File: config.mk
export PLATFORM = sky130hd
export DESIGN_NAME = morse_character_keyer
export DESIGN_NICKNAME = d
export VERILOG_FILES = /design/src/design/mck_pkg.sv /design/src/design/mck_decode.sv /design/src/design/mck_element.sv /design/src/design/morse_character_keyer.sv
export SDC_FILE = /design/constraint.sdc
export NUM_CORES = 1
export LEC_CHECK = 0
export BUFFER_PORTS_ARGS = -buffer_cell sky130_fd_sc_hd__buf_2
export CORE_ASPECT_RATIO = 0.7
export CORE_MARGIN = 1.5
export CORE_UTILIZATION = 50
export CTS_CLUSTER_SIZE = 30
export DETAILED_ROUTE_END_ITERATION = 12
export PLACE_DENSITY_LB_ADDON = 0.12
export SLEW_MARGIN = 25
export SYNTH_ARGS = -nofsm -noshare
export SYNTH_HDL_FRONTEND = slang
export SYNTH_SLANG_ARGS = --single-unit
File: constraint.sdc
create_clock -name clk -period 2.4 [get_ports clk]
set_input_delay 0.24 -clock clk [delete_from_list [all_inputs] [get_ports clk]]
set_output_delay 0.24 -clock clk [all_outputs]
set_load 0.005 [all_outputs]
File: src/design/mck_pkg.sv
// Shared types and constants for the Morse character keyer.
// Holds the Morse code tables and the code and element records; no dependencies.
`default_nettype none
package mck_pkg;

  // ASCII codes that bound the letter and digit ranges.
  localparam logic [7:0] ChLowerA = 8'h61;
  localparam logic [7:0] ChLowerZ = 8'h7a;
  localparam logic [7:0] ChUpperA = 8'h41;
  localparam logic [7:0] ChUpperZ = 8'h5a;
  localparam logic [7:0] ChDigit0 = 8'h30;
  localparam logic [7:0] ChDigit9 = 8'h39;
  // Adding this folds a lower-case letter onto its upper-case code.
  localparam logic [7:0] CaseFold = ChUpperA - ChLowerA;

  localparam int unsigned MaxMarks = 5;

  // Element durations in dit units.
  localparam logic [2:0] DurDit       = 3'd1;
  localparam logic [2:0] DurDah       = 3'd3;
  localparam logic [2:0] DurMarkSpace = 3'd1;
  localparam logic [2:0] DurLetterGap = 3'd2;
  localparam logic [2:0] DurWordGap   = 3'd4;

  // Table entries are {mark count, dah bits}; bit i of the dah bits is set
  // when mark i (sent first at i = 0) is a dah.
  localparam logic [7:0] AlphaTab [26] = '{
    {3'd2, 5'b00010}, {3'd4, 5'b00001}, {3'd4, 5'b00101}, {3'd3, 5'b00001},
    {3'd1, 5'b00000}, {3'd4, 5'b00100}, {3'd3, 5'b00011}, {3'd4, 5'b00000},
    {3'd2, 5'b00000}, {3'd4, 5'b01110}, {3'd3, 5'b00101}, {3'd4, 5'b00010},
    {3'd2, 5'b00011}, {3'd2, 5'b00001}, {3'd3, 5'b00111}, {3'd4, 5'b00110},
    {3'd4, 5'b01011}, {3'd3, 5'b00010}, {3'd3, 5'b00000}, {3'd1, 5'b00001},
    {3'd3, 5'b00100}, {3'd4, 5'b01000}, {3'd3, 5'b00110}, {3'd4, 5'b01001},
    {3'd4, 5'b01101}, {3'd4, 5'b00011}
  };

  localparam logic [7:0] DigitTab [10] = '{
    {3'd5, 5'b11111}, {3'd5, 5'b11110}, {3'd5, 5'b11100}, {3'd5, 5'b11000},
    {3'd5, 5'b10000}, {3'd5, 5'b00000}, {3'd5, 5'b00001}, {3'd5, 5'b00011},
    {3'd5, 5'b00111}, {3'd5, 5'b01111}
  };

  // Decoded character: a separator sends only the word and letter gaps.
  typedef struct packed {
    logic       gap;
    logic [2:0] marks;
    logic [4:0] dah;
  } mck_code_t;

  // One keying element as it leaves the block.
  typedef struct packed {
    logic       key_on;
    logic [2:0] duration;
    logic       last;
  } mck_elem_t;

endpackage
`default_nettype wire

File: src/design/mck_decode.sv
// Character decoder: folds case and looks up the Morse mark pattern.
// Depends on mck_pkg for the code tables and the code record.
`default_nettype none
module mck_decode (
  input  wire logic [7:0]        character,
  output mck_pkg::mck_code_t     code
);
  import mck_pkg::*;

  logic [7:0] upper;
  logic [7:0] alpha_ofs;
  logic [7:0] digit_ofs;
  logic [7:0] entry;

  always_comb begin
    if (character >= ChLowerA && character <= ChLowerZ) begin
      upper = character + CaseFold;
    end else begin
      upper = character;
    end
    alpha_ofs = upper - ChUpperA;
    digit_ofs = upper - ChDigit0;
    entry     = '0;
    code.gap  = 1'b0;
    if (upper >= ChUpperA && upper <= ChUpperZ) begin
      entry = AlphaTab[alpha_ofs[4:0]];
    end else if (upper >= ChDigit0 && upper <= ChDigit9) begin
      entry = DigitTab[digit_ofs[3:0]];
    end else begin
      code.gap = 1'b1;
    end
    code.marks = entry[7:5];
    code.dah   = entry[4:0];
  end

endmodule
`default_nettype wire

File: src/design/mck_element.sv
// Element selector: gives the keying element at a given step of a character.
// Depends on mck_pkg for the code and element records and the durations.
`default_nettype none
module mck_element (
  input  wire mck_pkg::mck_code_t code,
  input  wire logic [3:0]         step,
  output mck_pkg::mck_elem_t      elem
);
  import mck_pkg::*;

  logic [3:0] gap_step;

  // Marks and spaces alternate; the letter gap follows the last mark space.
  assign gap_step = {code.marks, 1'b0};

  always_comb begin
    elem = '0;
    if (code.gap) begin
      elem.key_on   = 1'b0;
      elem.duration = (step == 4'd0) ? DurWordGap : DurLetterGap;
      elem.last     = (step != 4'd0);
    end else if (step >= gap_step) begin
      elem.key_on   = 1'b0;
      elem.duration = DurLetterGap;
      elem.last     = 1'b1;
    end else if (!step[0]) begin
      elem.key_on   = 1'b1;
      elem.duration = code.dah[step[3:1]] ? DurDah : DurDit;
      elem.last     = 1'b0;
    end else begin
      elem.key_on   = 1'b0;
      elem.duration = DurMarkSpace;
      elem.last     = 1'b0;
    end
  end

endmodule
`default_nettype wire

File: src/design/morse_character_keyer.sv
// Morse character keyer, top level: input register, step counter, output register.
// The character is held in the current-character register and each element in the output register.
// Throughput: one element per cycle while the output is not stalled; a letter or
// digit of n marks gives 2n+1 elements (up to 11), any other character 2. The next
// character is taken as the current last element moves to the output register.
// Reset: synchronous, active low; clears the valid flags and the step counter.
`default_nettype none
module morse_character_keyer (
  input  wire logic       clk,
  input  wire logic       rst_n,
  input  wire logic       in_valid,
  output logic            in_ready,
  input  wire logic [7:0] in_character,
  output logic            out_valid,
  input  wire logic       out_ready,
  output logic            out_key_on,
  output logic [2:0]      out_duration_units,
  output logic            out_last_element
);
  import mck_pkg::*;

  mck_code_t  in_code;
  mck_code_t  cur_code_r;
  mck_code_t  cur_code_nxt;
  logic       cur_valid_r;
  logic       cur_valid_nxt;
  logic [3:0] step_r;
  logic [3:0] step_nxt;
  mck_elem_t  elem;
  mck_elem_t  out_elem_r;
  mck_elem_t  out_elem_nxt;
  logic       out_valid_r;
  logic       out_valid_nxt;
  logic       load_out;
  logic       in_take;

  mck_decode u_decode (
    .character (in_character),
    .code      (in_code)
  );

  mck_element u_element (
    .code (cur_code_r),
    .step (step_r),
    .elem (elem)
  );

  assign load_out = cur_valid_r && (!out_valid_r || out_ready);
  assign in_ready = !cur_valid_r || (load_out && elem.last);
  assign in_take  = in_valid && in_ready;

  always_comb begin
    cur_code_nxt  = cur_code_r;
    cur_valid_nxt = cur_valid_r;
    step_nxt      = step_r;
    if (in_take) begin
      cur_code_nxt  = in_code;
      cur_valid_nxt = 1'b1;
      step_nxt      = '0;
    end else if (load_out) begin
      if (elem.last) begin
        cur_valid_nxt = 1'b0;
        step_nxt      = '0;
      end else begin
        step_nxt = step_r + 4'd1;
      end
    end
    out_elem_nxt  = load_out ? elem : out_elem_r;
    out_valid_nxt = load_out || (out_valid_r && !out_ready);
  end

  always_ff @(posedge clk) begin
    if (!rst_n) begin
      cur_valid_r <= 1'b0;
      step_r      <= '0;
      out_valid_r <= 1'b0;
    end else begin
      cur_valid_r <= cur_valid_nxt;
      step_r      <= step_nxt;
      out_valid_r <= out_valid_nxt;
    end
  end

  always_ff @(posedge clk) begin
    cur_code_r <= cur_code_nxt;
    out_elem_r <= out_elem_nxt;
  end

  assign out_valid          = out_valid_r;
  assign out_key_on         = out_elem_r.key_on;
  assign out_duration_units = out_elem_r.duration;
  assign out_last_element   = out_elem_r.last;

endmodule
`default_nettype wire
==> impl_results.md <==
* Status: complete, no violations
* Die H at roughly 53 um
* Syn Inst Count at approximately 210
* Largest net degree at the start of global routing at 18
* CTS Buffer Depth at 2
* Hold Fails Final Rpt at 0
* Max Slew Vio Count at 0
* Final antenna diode count at 0
* DRC at 0
* Achievable frequency at around 0.47 GHz
* Final HPWL DP at ~3.7 mm
* DRT Wirelength at between 4 and 5 mm
* Initial core utilization at about half
* Die Area at ~4000 sq um
* Post-synth EDFFs at 14
* DIE WIDTH at between 70 and 80 um
* Worst slew margin at between 60 and 70%
* Number of DRC markers in iteration 0 at 130
* Layout area overhead at 14.3%
* Port buffer count at 18
* Gr usage total at 26.4%
* Setup TNS at 0 ns
* Critical-path top delay cell: ha_1
* Synth Flop Type: edfxtp_1
* Ys async rst share at 0%
* Final worst setup slack at between 0.2 and 0.3 ns
* DR WL/cell at between 15 and 20 um
* Mapped cell area at 1810 sq um
* Initial antenna violation count at 0
* First-pass GRT wire length at 7.76 mm
* CTS tree: done
* Fraction of layout cells with a size suffix above 1 at approximately a fifth
* CP max FO at 11
* Hold-fix buffers, CTS at 0
* Fill cells at 336
* Pwr Density at around 430 nW/um^2
* TritonCTS Buffers at 3
* Setup repair after global routing missed its margin: no
* H-tree depth at 1
* I/O pins at 19
* Syn nets at roughly 240
* Area of the multi-input gates at approximately 1100 sq um
* Slew of the pin with the lowest slew margin at 0.458 ns
* CP Launch Type: primary input
* CP Capture Type: register
* # setup viols final at 0
* Pre-antenna DRT Iters at 4
* Crit path required time at approximately 2.5 ns
* Clock-pin slew on the worst setup and hold paths at 0.07 ns
* Tightest Hold Check Type: in -> reg
* Clk sinks at 20
* Max Cap Violations at 0
* Max VDD drop at 0.293 mV
* Synthesis Warnings at 0
* Gr ovfl total at 0
* Post-synthesis sequential area ratio at between 20% and 30%
* Design area at between 2000 and 2500 sq um
* Clk_lat worst skew at 0.26 ns
* RePlAce Congestion at ~0.89
* Final net count at approximately 270
* Routed via count at between 1.5k and 2k
* Post-CTS sizing at 0
* Placement Rows at 18
* Min Hold Slack at ~0.21 ns
* Pre-CTS WS at around 0.061 ns
* Register Area at approximately 540 sq um
* Placed insts at around 290
* Post-CTS repair timing setup buffer count at 0
* Leakage at about 0.85 nW
* Non-filler cells, final at 290
* Slowest stage delay, CP at about 0.47 ns
* Critical path class: in -> reg
* Placed inst area at 2030 sq um
* Largest cells by area after synthesis: edfxtp_1 (23%), ha_1 (10%), dfxtp_1 (6.6%)
* Crit-path cells: buf_2 -> inv_1 -> ha_1 -> inv_1 -> ha_1 -> buf_4 -> mux2i_1 -> a21oi_1 -> a2bb2oi_1 -> o21ai_0 -> a211oi_1
* Clk_skew at around 0.00065 ns
* Final core area utilization at roughly three fifths
* Final worst path period share at slightly below 90%
* Tmin final at around 2.1 ns
* Antenna Nets Post-Route at 0
* Vias in the first global route at roughly 1.6k
* Top cell type's share of synthesized area at between 20 and 25%
* Power Total at 888 uW
* Post-synth top cells: inv_1 (18), o21ai_0 (18), a21oi_1 (17)
* Synth area leader: edfxtp_1
* Clock root cell: clkbuf_8
* Crit path DAT at between 2 and 2.5 ns
* Synth Register Bits at 20
* Synth Area per Inst at approximately 8.5 sq um
* Yosys cell types at 53
* Core area at between 3000 and 4000 sq um
* Vias per cell at ~6.0
## worst paths after layout
kind / from / end / slack, ns / cells past startpoint
worst min-delay path: in_valid / step_r[1] / 0.21 / 2
worst min register to register: cur_valid_r / out_valid / 0.50 / 2
worst max-delay path: in_character[1] / cur_code_r[1] / 0.25 / 11
worst max register to register: step_r[0] / cur_code_r[8] / 0.34 / 7
## worst max-delay path: cells and delay by family
family / cells / cell delay, ns
fa+ha+maj: 2 / 0.64
compound gates: 4 / 0.78
buf+inv: 4 / 0.44
mux: 1 / 0.11
## routing by layer
metal	part of all wire [%]	up-vias	GRT usage (%)
li1	-	840	-
met1	52	805	40.8
met2	39	89	36.7
met3	7.6	8	5.71
met4	1.1	0	5.15
met5	0	-	0
## flip-flops by register name (all words and copies together), names as in the netlist
register / flops
cur_code_r: 9
cur_valid_r: 1
out_duration_units: 3
out_key_on: 1
out_last_element: 1
out_valid: 1
step_r: 4
## power by group
part           internal [mW]  switching, mW  total [mW]  leakage, nW
Sequential             0.392        0.00741       0.400        0.184
Combinational          0.108          0.164       0.272        0.640
Clock                  0.114          0.102       0.216       0.0231
## area by class of cell
type                       count  area share (%)
tap                           50            3.02
timing repair buffer          34            10.2
clock buffer                   3            1.99
sequential                    20            26.1
clock inverter                 1           0.181
inverter                      19            3.44
multi-input combinational    163            55.1
## kinds of logic after synthesis
| kind of cell | Yosys count | share of synthesized area, % |
|---|---|---|
| DFF | 20 | 29.8 |
| buffers and inverters | 31 | 7.18 |
| adders and majority gates | 15 | 10.4 |
| xor gates and xnor gates | 2 | 1.38 |
| and+or+nand+nor | 71 | 22.3 |
| muxes | 6 | 4.01 |
| AOI/OAI and AO/OA | 69 | 24.9 |
## layout by cell type (no fill, tap or decap), types with 5 or more instances in the layout
master    Yosys  layout
nand2_1      13      13
edfxtp_1     14      14
nor3_1        9       9
o31ai_1       5       5
inv_1        18      17
a21oi_1      17      17
nand2b_1      5       5
a211oi_1      5       5
buf_4         0      16
buf_2         5      18
nor3b_1       5       5
dfxtp_1       6       6
o21ai_0      18      18
nor2_1        8       8
nor2b_1       7       7
mux2i_1       5       5
ha_1         15      15
Note: power is estimated with default switching activity, not from simulation.
